## config.mk

```make
export PLATFORM = sky130hd
export DESIGN_NAME = cigar_string_parser_counter_core_flat
export DESIGN_NICKNAME = d
export VERILOG_FILES = /design/src/rtl/core/cspc_pkg.sv /design/src/rtl/core/cspc_if.sv /design/src/rtl/core/cspc_decode.sv /design/src/rtl/core/cspc_tally.sv /design/src/rtl/core/cigar_string_parser_counter_core.sv /design/src/flat_wrapper.sv
export SDC_FILE = /design/constraint.sdc
export NUM_CORES = 1
export LEC_CHECK = 0
export BUFFER_PORTS_ARGS = -buffer_cell sky130_fd_sc_hd__buf_2
export CAP_MARGIN = 10
export CELL_PAD_IN_SITES_DETAIL_PLACEMENT = 1
export CELL_PAD_IN_SITES_GLOBAL_PLACEMENT = 2
export CORE_UTILIZATION = 39
export CTS_CLUSTER_DIAMETER = 150
export CTS_CLUSTER_SIZE = 25
export DETAILED_ROUTE_END_ITERATION = 6
export PLACE_DENSITY_LB_ADDON = 0.1
export SLEW_MARGIN = 10
export SYNTH_ARGS = -nofsm -noshare
export SYNTH_HDL_FRONTEND = slang
export SYNTH_SLANG_ARGS = --single-unit
```

## constraint.sdc

```tcl
create_clock -name clk -period 7.05 [get_ports clk]
set_input_delay 1.41 -clock clk [delete_from_list [all_inputs] [get_ports clk]]
set_output_delay 1.41 -clock clk [all_outputs]
set_load 0.01 [all_outputs]
```

## src/rtl/core/cspc_pkg.sv

```systemverilog
// shared constants and types for the cigar string parser and counter
package cspc_pkg;

    localparam int LEN_WIDTH   = 31;
    localparam int COUNT_WIDTH = 16;
    localparam int CHAR_WIDTH  = 8;

    localparam logic [CHAR_WIDTH-1:0] CHAR_0     = 8'h30;
    localparam logic [CHAR_WIDTH-1:0] CHAR_9     = 8'h39;
    localparam logic [CHAR_WIDTH-1:0] CHAR_LO_A  = 8'h61;
    localparam logic [CHAR_WIDTH-1:0] CHAR_LO_Z  = 8'h7A;
    localparam logic [CHAR_WIDTH-1:0] CASE_DELTA = 8'h20;
    localparam logic [CHAR_WIDTH-1:0] CHAR_M     = 8'h4D;
    localparam logic [CHAR_WIDTH-1:0] CHAR_I     = 8'h49;
    localparam logic [CHAR_WIDTH-1:0] CHAR_D     = 8'h44;
    localparam logic [CHAR_WIDTH-1:0] CHAR_N     = 8'h4E;
    localparam logic [CHAR_WIDTH-1:0] CHAR_S     = 8'h53;
    localparam logic [CHAR_WIDTH-1:0] CHAR_H     = 8'h48;
    localparam logic [CHAR_WIDTH-1:0] CHAR_P     = 8'h50;
    localparam logic [CHAR_WIDTH-1:0] CHAR_EQ    = 8'h3D;
    localparam logic [CHAR_WIDTH-1:0] CHAR_X     = 8'h58;

    typedef enum logic [3:0] {
        OP_M  = 4'd0,
        OP_I  = 4'd1,
        OP_D  = 4'd2,
        OP_N  = 4'd3,
        OP_S  = 4'd4,
        OP_H  = 4'd5,
        OP_P  = 4'd6,
        OP_EQ = 4'd7,
        OP_X  = 4'd8
    } op_code_t;

    typedef struct packed {
        logic     is_digit;
        logic [3:0] digit;
        logic     op_valid;
        op_code_t op_code;
        logic     add_ref;
        logic     add_ins;
        logic     add_del;
    } dec_t;

    typedef struct packed {
        op_code_t               op_code;
        logic                   op_valid;
        logic [LEN_WIDTH-1:0]   op_length;
        logic [LEN_WIDTH-1:0]   ref_total;
        logic [LEN_WIDTH-1:0]   insert_total;
        logic [LEN_WIDTH-1:0]   delete_total;
        logic [COUNT_WIDTH-1:0] element_count;
        logic                   string_done;
    } result_t;

endpackage

```

## src/rtl/core/cspc_if.sv

```systemverilog
// valid/ready channels for characters in and parsed elements out
interface cspc_char_if
    import cspc_pkg::*;
();
    logic                  valid;
    logic                  ready;
    logic [CHAR_WIDTH-1:0] char_in;
    logic                  end_of_string;

    modport source (output valid, output char_in, output end_of_string, input ready);
    modport sink   (input valid, input char_in, input end_of_string, output ready);
endinterface

interface cspc_elem_if
    import cspc_pkg::*;
();
    logic                   valid;
    logic                   ready;
    op_code_t               op_code;
    logic                   op_valid;
    logic [LEN_WIDTH-1:0]   op_length;
    logic [LEN_WIDTH-1:0]   ref_total;
    logic [LEN_WIDTH-1:0]   insert_total;
    logic [LEN_WIDTH-1:0]   delete_total;
    logic [COUNT_WIDTH-1:0] element_count;
    logic                   string_done;

    modport source (
        output valid, output op_code, output op_valid, output op_length,
        output ref_total, output insert_total, output delete_total,
        output element_count, output string_done, input ready
    );
    modport sink (
        input valid, input op_code, input op_valid, input op_length,
        input ref_total, input insert_total, input delete_total,
        input element_count, input string_done, output ready
    );
endinterface

```

## src/rtl/core/cspc_decode.sv

```systemverilog
// character classifier: digit detection and operator decode
module cspc_decode
    import cspc_pkg::*;
(
    input  logic [CHAR_WIDTH-1:0] char_in,
    output dec_t                  dec
);

    logic [CHAR_WIDTH-1:0] upper;
    logic [CHAR_WIDTH-1:0] digit_wide;

    always_comb
    begin
        upper = char_in;
        if (char_in >= CHAR_LO_A && char_in <= CHAR_LO_Z)
        begin
            upper = char_in - CASE_DELTA;
        end
        digit_wide = char_in - CHAR_0;

        dec.is_digit = (char_in >= CHAR_0) && (char_in <= CHAR_9);
        dec.digit    = digit_wide[3:0];
        dec.op_valid = 1'b1;
        dec.op_code  = OP_M;
        case (upper)
            CHAR_M:  dec.op_code = OP_M;
            CHAR_I:  dec.op_code = OP_I;
            CHAR_D:  dec.op_code = OP_D;
            CHAR_N:  dec.op_code = OP_N;
            CHAR_S:  dec.op_code = OP_S;
            CHAR_H:  dec.op_code = OP_H;
            CHAR_P:  dec.op_code = OP_P;
            CHAR_EQ: dec.op_code = OP_EQ;
            CHAR_X:  dec.op_code = OP_X;
            default: dec.op_valid = 1'b0;
        endcase
        // a digit never ends an element
        if (dec.is_digit)
        begin
            dec.op_valid = 1'b0;
            dec.op_code  = OP_M;
        end

        dec.add_ref = dec.op_valid && (dec.op_code == OP_M || dec.op_code == OP_D ||
                      dec.op_code == OP_N || dec.op_code == OP_EQ || dec.op_code == OP_X);
        dec.add_ins = dec.op_valid && (dec.op_code == OP_I);
        dec.add_del = dec.op_valid && (dec.op_code == OP_D);
    end

endmodule

```

## src/rtl/core/cspc_tally.sv

```systemverilog
// run length accumulator and saturating running totals
module cspc_tally
    import cspc_pkg::*;
(
    input  logic    clk,
    input  logic    rst_n,
    input  logic    step,
    input  dec_t    dec,
    input  logic    last,
    output logic    emit,
    output result_t res
);

    localparam logic [LEN_WIDTH-1:0]   LEN_MAX = '1;
    localparam logic [COUNT_WIDTH-1:0] CNT_MAX = '1;

    logic [LEN_WIDTH-1:0]   accum_reg, accum_next;
    logic [LEN_WIDTH-1:0]   ref_reg, ref_next;
    logic [LEN_WIDTH-1:0]   ins_reg, ins_next;
    logic [LEN_WIDTH-1:0]   del_reg, del_next;
    logic [COUNT_WIDTH-1:0] count_reg, count_next;

    logic [LEN_WIDTH+3:0]   times_ten;
    logic [LEN_WIDTH-1:0]   accum_digit;
    logic [LEN_WIDTH-1:0]   len;
    logic [LEN_WIDTH-1:0]   ref_sum, ins_sum, del_sum;
    logic [COUNT_WIDTH-1:0] count_inc;

    function automatic logic [LEN_WIDTH-1:0] sat_add(
        input logic [LEN_WIDTH-1:0] a,
        input logic [LEN_WIDTH-1:0] b
    );
        logic [LEN_WIDTH:0] s;
        s = {1'b0, a} + {1'b0, b};
        return s[LEN_WIDTH] ? LEN_MAX : s[LEN_WIDTH-1:0];
    endfunction

    always_comb
    begin
        // acc * 10 + digit as (acc << 3) + (acc << 1) + digit
        times_ten = ({4'b0, accum_reg} << 3) + ({4'b0, accum_reg} << 1)
                  + {{LEN_WIDTH{1'b0}}, dec.digit};
        accum_digit = (times_ten > {4'b0, LEN_MAX}) ? LEN_MAX : times_ten[LEN_WIDTH-1:0];
        len = dec.is_digit ? accum_digit : accum_reg;

        ref_sum   = dec.add_ref ? sat_add(ref_reg, len) : ref_reg;
        ins_sum   = dec.add_ins ? sat_add(ins_reg, len) : ins_reg;
        del_sum   = dec.add_del ? sat_add(del_reg, len) : del_reg;
        count_inc = (count_reg == CNT_MAX) ? count_reg : count_reg + 1'b1;

        emit = !dec.is_digit || last;

        res.op_code       = dec.op_code;
        res.op_valid      = dec.op_valid;
        res.op_length     = len;
        res.ref_total     = ref_sum;
        res.insert_total  = ins_sum;
        res.delete_total  = del_sum;
        res.element_count = count_inc;
        res.string_done   = last;

        accum_next = accum_reg;
        ref_next   = ref_reg;
        ins_next   = ins_reg;
        del_next   = del_reg;
        count_next = count_reg;
        if (step)
        begin
            if (last)
            begin
                accum_next = '0;
                ref_next   = '0;
                ins_next   = '0;
                del_next   = '0;
                count_next = '0;
            end
            else if (dec.is_digit)
            begin
                accum_next = accum_digit;
            end
            else
            begin
                accum_next = '0;
                ref_next   = ref_sum;
                ins_next   = ins_sum;
                del_next   = del_sum;
                count_next = count_inc;
            end
        end
    end

    always_ff @(posedge clk or negedge rst_n)
    begin
        if (!rst_n)
        begin
            accum_reg <= '0;
            ref_reg   <= '0;
            ins_reg   <= '0;
            del_reg   <= '0;
            count_reg <= '0;
        end
        else
        begin
            accum_reg <= accum_next;
            ref_reg   <= ref_next;
            ins_reg   <= ins_next;
            del_reg   <= del_next;
            count_reg <= count_next;
        end
    end

endmodule

```

## src/rtl/core/cigar_string_parser_counter_core.sv

```systemverilog
// CIGAR string parser: one character word in per cycle, one element word out per operator.
// A character word is taken every cycle as long as the element output is not stalled; a word
// goes into an input register, is decoded and folded into the run length and totals as it
// leaves that register, and its element word (if any) is written into the output register
// at the same time. Digits update the run length and give no output word; any other
// character, and a digit marked as the end of the string, give one element word. Input ready
// depends combinationally on output ready through the input register's advance condition.
module cigar_string_parser_counter_core
    import cspc_pkg::*;
(
    input  logic         clk,
    input  logic         rst_n,
    cspc_char_if.sink    chars,
    cspc_elem_if.source  elems
);

    logic                  s1_valid_reg, s1_valid_next;
    logic [CHAR_WIDTH-1:0] s1_char_reg;
    logic                  s1_last_reg;
    logic                  out_valid_reg, out_valid_next;
    result_t               out_res_reg;

    dec_t    dec;
    logic    emit;
    result_t res;
    logic    out_free;
    logic    s1_fire;
    logic    take;

    cspc_decode u_decode (
        .char_in (s1_char_reg),
        .dec     (dec)
    );

    cspc_tally u_tally (
        .clk   (clk),
        .rst_n (rst_n),
        .step  (s1_fire),
        .dec   (dec),
        .last  (s1_last_reg),
        .emit  (emit),
        .res   (res)
    );

    always_comb
    begin
        out_free      = !out_valid_reg || elems.ready;
        // a digit word with no result never waits on the output side
        s1_fire       = s1_valid_reg && (!emit || out_free);
        chars.ready   = !s1_valid_reg || s1_fire;
        take          = chars.valid && chars.ready;
        s1_valid_next = take ? 1'b1 : (s1_fire ? 1'b0 : s1_valid_reg);
        if (s1_fire && emit)
        begin
            out_valid_next = 1'b1;
        end
        else if (elems.ready)
        begin
            out_valid_next = 1'b0;
        end
        else
        begin
            out_valid_next = out_valid_reg;
        end
    end

    always_ff @(posedge clk or negedge rst_n)
    begin
        if (!rst_n)
        begin
            s1_valid_reg  <= 1'b0;
            out_valid_reg <= 1'b0;
        end
        else
        begin
            s1_valid_reg  <= s1_valid_next;
            out_valid_reg <= out_valid_next;
        end
    end

    always_ff @(posedge clk)
    begin
        if (take)
        begin
            s1_char_reg <= chars.char_in;
            s1_last_reg <= chars.end_of_string;
        end
        if (s1_fire && emit)
        begin
            out_res_reg <= res;
        end
    end

    assign elems.valid         = out_valid_reg;
    assign elems.op_code       = out_res_reg.op_code;
    assign elems.op_valid      = out_res_reg.op_valid;
    assign elems.op_length     = out_res_reg.op_length;
    assign elems.ref_total     = out_res_reg.ref_total;
    assign elems.insert_total  = out_res_reg.insert_total;
    assign elems.delete_total  = out_res_reg.delete_total;
    assign elems.element_count = out_res_reg.element_count;
    assign elems.string_done   = out_res_reg.string_done;

    // every element word counts at least itself
    a_count_nonzero: assert property (@(posedge clk) disable iff (!rst_n)
        elems.valid |-> elems.element_count != '0)
        else $error("element word with zero element count");

    // an illegal operator reports code zero
    a_invalid_code: assert property (@(posedge clk) disable iff (!rst_n)
        elems.valid && !elems.op_valid |-> elems.op_code == OP_M)
        else $error("invalid element carries a nonzero operator code");

    // a held input word stays put while the output side is stalled
    a_s1_hold: assert property (@(posedge clk) disable iff (!rst_n)
        s1_valid_reg && !s1_fire |=> s1_valid_reg && $stable(s1_char_reg)
                                     && $stable(s1_last_reg))
        else $error("input register lost a stalled word");

    // only insertions move the insert total within a string
    a_ins_only_on_i: assert property (@(posedge clk) disable iff (!rst_n)
        s1_fire && emit && !(dec.op_valid && dec.op_code == OP_I)
            |-> res.insert_total == u_tally.ins_reg)
        else $error("insert total moved on a non-insert element");

endmodule
```

## src/flat_wrapper.sv

```systemverilog
// flat-port wrapper written by rule: the top's interface ports become plain ports
module cigar_string_parser_counter_core_flat import cspc_pkg::*;
  (clk, rst_n, chars_valid, chars_char_in, chars_end_of_string, chars_ready, elems_valid, elems_op_code, elems_op_valid, elems_op_length, elems_ref_total, elems_insert_total, elems_delete_total, elems_element_count, elems_string_done, elems_ready);
  cspc_char_if chars_i ();
  cspc_elem_if elems_i ();
  input  logic clk;
  input  logic rst_n;
  input wire logic [$bits(chars_i.valid)-1:0] chars_valid;
  input wire logic [$bits(chars_i.char_in)-1:0] chars_char_in;
  input wire logic [$bits(chars_i.end_of_string)-1:0] chars_end_of_string;
  output wire logic [$bits(chars_i.ready)-1:0] chars_ready;
  output wire logic [$bits(elems_i.valid)-1:0] elems_valid;
  output wire logic [$bits(elems_i.op_code)-1:0] elems_op_code;
  output wire logic [$bits(elems_i.op_valid)-1:0] elems_op_valid;
  output wire logic [$bits(elems_i.op_length)-1:0] elems_op_length;
  output wire logic [$bits(elems_i.ref_total)-1:0] elems_ref_total;
  output wire logic [$bits(elems_i.insert_total)-1:0] elems_insert_total;
  output wire logic [$bits(elems_i.delete_total)-1:0] elems_delete_total;
  output wire logic [$bits(elems_i.element_count)-1:0] elems_element_count;
  output wire logic [$bits(elems_i.string_done)-1:0] elems_string_done;
  input wire logic [$bits(elems_i.ready)-1:0] elems_ready;
  assign chars_i.valid = chars_valid;
  assign chars_i.char_in = chars_char_in;
  assign chars_i.end_of_string = chars_end_of_string;
  assign chars_ready = chars_i.ready;
  assign elems_valid = elems_i.valid;
  assign elems_op_code = elems_i.op_code;
  assign elems_op_valid = elems_i.op_valid;
  assign elems_op_length = elems_i.op_length;
  assign elems_ref_total = elems_i.ref_total;
  assign elems_insert_total = elems_i.insert_total;
  assign elems_delete_total = elems_i.delete_total;
  assign elems_element_count = elems_i.element_count;
  assign elems_string_done = elems_i.string_done;
  assign elems_i.ready = elems_ready;
  cigar_string_parser_counter_core u_core (.clk(clk), .rst_n(rst_n), .chars(chars_i), .elems(elems_i));
endmodule
```

==> results.ini <==
[clock_tree]
cts_max_level=1
cts_tree=done
clkTransAtPathRegs_ns=0.11
clk_latency_ns=0.55
cts_sinks=297
cts_root_buffer=clkbuf_16
numCtsBuffers=16
clockBufferDepth=3
cts-hold-fix-buffers=0

[sta]
fin_ws_ns=0.2982
hold_viol=0
tightest_slew_ns=1.058
finalCritPeriodShare=0.9577
tns_ns=0
final.setup_skew_ns=0.02728
period_minus_slack_ns=6.752
clock.fmax_mhz=148.1
setup_viol=0
max_slew_margin=0.2946
slew_violations=0

[synth]
synth.net_count=2211
netlist_area_um2=19590
synth_edf_count=155
synthMuxAreaShare=0.004344
synth.distinct_cells=87
synth_compound_area_frac=0.2563
synth_adder_area_share=0.1054
synth_top_family_by_area=compound AO/OA/AOI/OAI gates
ys_warn_count=0
synth_xor_area_frac=0.04471
ys_async_sr_fraction=0.4781
ys.flop_type=edfxtp_1
synth_cells=2036
yosys.area_share.simple=0.1359
synth-seq-cells=297
ys_seq_area_frac=0.4190
syn_area_per_cell_um2=9.621

[worst_setup_path]
critPathMaxFanout=7
critical_path.max_stage_delay_ns=0.70
worst_setup_path_end_kind=flop
path_class=reg2reg
cp-start-kind=flop
critPathSlowestCell=o311ai_0
cp.required_ns=7.34
crit_arrival_ns=7.04

[floorplanning]
rows=81
core_um2=49250
start_util=0.3977
io_pins=161
dieWidth_um=226.1
die_y_um=226.1
die_area_um2=51130

[route]
final_antenna_net_count=0
drcViolationCount=0
drt_first_pass_iters=5
wl_per_cell_um=23.45
drt_iter0_drc=1140
routed_wl_um=67950
vias_per_cell=5.879
num_vias=17038

[cells_and_area]
design_area_um2=22240
utilization=0.4516
final_common_cell=a21oi_1
mostFrequentLayoutCells=205 x a21oi_1, 202 x nor2_1, 159 x buf_2
fillers=5665
multi_input_area_um2=10810
layout-drive-gt1-share=0.1495
seqCellArea_um2=8208
fin_cells=2898
area_delta_synth_final_pct=13.55
diodes=0
layout.nets=2399

[global_routing]
antenna_found_initial=1
grt_max_degree=73
grt_pass1_wl_um=103700
grt_use_total=0.2647
overflow=0
grt_pass1_vias=17169

[placement]
io_buffer_count=160
place_ws_ns=0.04673
globalplace.congestion=0.8910
dp.final_hpwl_um=50640
place_area_um2=21640
numPlacedInstances=2866

[pwr]
p_leak_nw=9.895
p_per_area_nw_per_um2=167.4
ir_drop_mv=0.1519

[run]
cap_violations=0

[run_status]
status=completed

[min_path]
min_path_type=reg2reg

[kinds of logic (layout without fill, tap and decap cells)]
group                    after synthesis  count (layout)
AO/OA/AOI/OAI                        744             744
AND/OR/NAND/NOR                      567             567
flip-flops                           297             297
adder cells (fa/ha/maj)              162             162
buffers and inverters                158             356
XOR/XNOR                             100             100
multiplexers                           8               8
[synth_stat cells (18+ instances only)]
cell type	number	area (um2)
a21oi_1	208	1041
nor2_1	203	762.0
ha_1	157	1964
edfxtp_1	155	4654
dfrtp_1	142	3553
nand2_1	135	506.7
o21ai_0	125	625.6
a22o_1	69	604.3
clkbuf_1	65	244.0
xnor2_1	64	560.5
inv_1	63	236.5
nand3_1	54	270.3
a21o_1	52	390.4
a31oi_1	42	262.8
xor2_1	36	315.3
o22a_1	35	306.5
nor3_1	27	135.1
nor2b_1	24	150.1
nand4_1	22	137.6
o21a_1	22	165.2
o31ai_1	21	157.7
nand2b_1	19	118.9
buf_2	18	90.09
[per-stage QoR]
step | total power [mW] | hold slack [ns]
global route | 3.872 | 0.5352
floorplan | 2.401 | 0.4567
detailed placement | 2.679 | 0.4975
finish | 3.723 | 0.5130
global placement | 2.664 | 0.4749
CTS | 3.778 | 0.5118
[power by group]
part           total (mW)  switching, mW  leakage (nW)  internal (mW)
combinational       0.609          0.415          6.13          0.194
clock                1.08          0.620         0.234          0.464
sequential           2.03         0.0627          3.53           1.97
[path summary, 6_finish.rpt]
kind                            slack, ns  depth (start not counted)                         start                             to
worst max register to register       0.30                         26   u_core.u_tally.accum_reg[0]  u_core.elems.delete_total[22]
worst max-delay path                 0.30                         26   u_core.u_tally.accum_reg[0]  u_core.elems.delete_total[22]
min in group asynchronous            0.90                          1                         rst_n      u_core.u_tally.del_reg[9]
worst min register to register       0.51                          1  u_core.u_tally.count_reg[11]   u_core.u_tally.count_reg[11]
max in group asynchronous            4.61                          2                         rst_n   u_core.u_tally.count_reg[13]
worst min-delay path                 0.51                          1  u_core.u_tally.count_reg[11]   u_core.u_tally.count_reg[11]
[per-layer routing]
layer	track usage	wire, um	up-vias
li1	-	-	8043
met2	0.4246	30810	355
met4	0.06626	1760	0
met3	0.02498	2498	69
met1	0.3816	32880	8571
met5	0	0	-
[layout make-up]
cell class | instances | share of cell area
clock buffers | 26 | 0.02065
flip-flops and latches | 297 | 0.3690
multi-input cells | 1581 | 0.4861
inverters | 64 | 0.01103
well taps | 664 | 0.03735
repair buffers | 264 | 0.07437
clock inverters | 2 | 0.001463
[worst max-delay path: cells and delay by family (launching register included)]
kind | cells | cell delay, ns
simple gates | 6 | 1.25
flops | 1 | 0.42
xor+xnor | 1 | 0.19
compound gates | 10 | 2.36
fa+ha+maj | 4 | 1.60
buf+inv | 5 | 0.67
[what timing repair did]
item / in CTS / in global routing
buffers inserted: 0 / 4
setup endpoints to repair: 0 / 148
gates resized for setup: 0 / 16
Note: power is estimated with default switching activity, not from simulation.
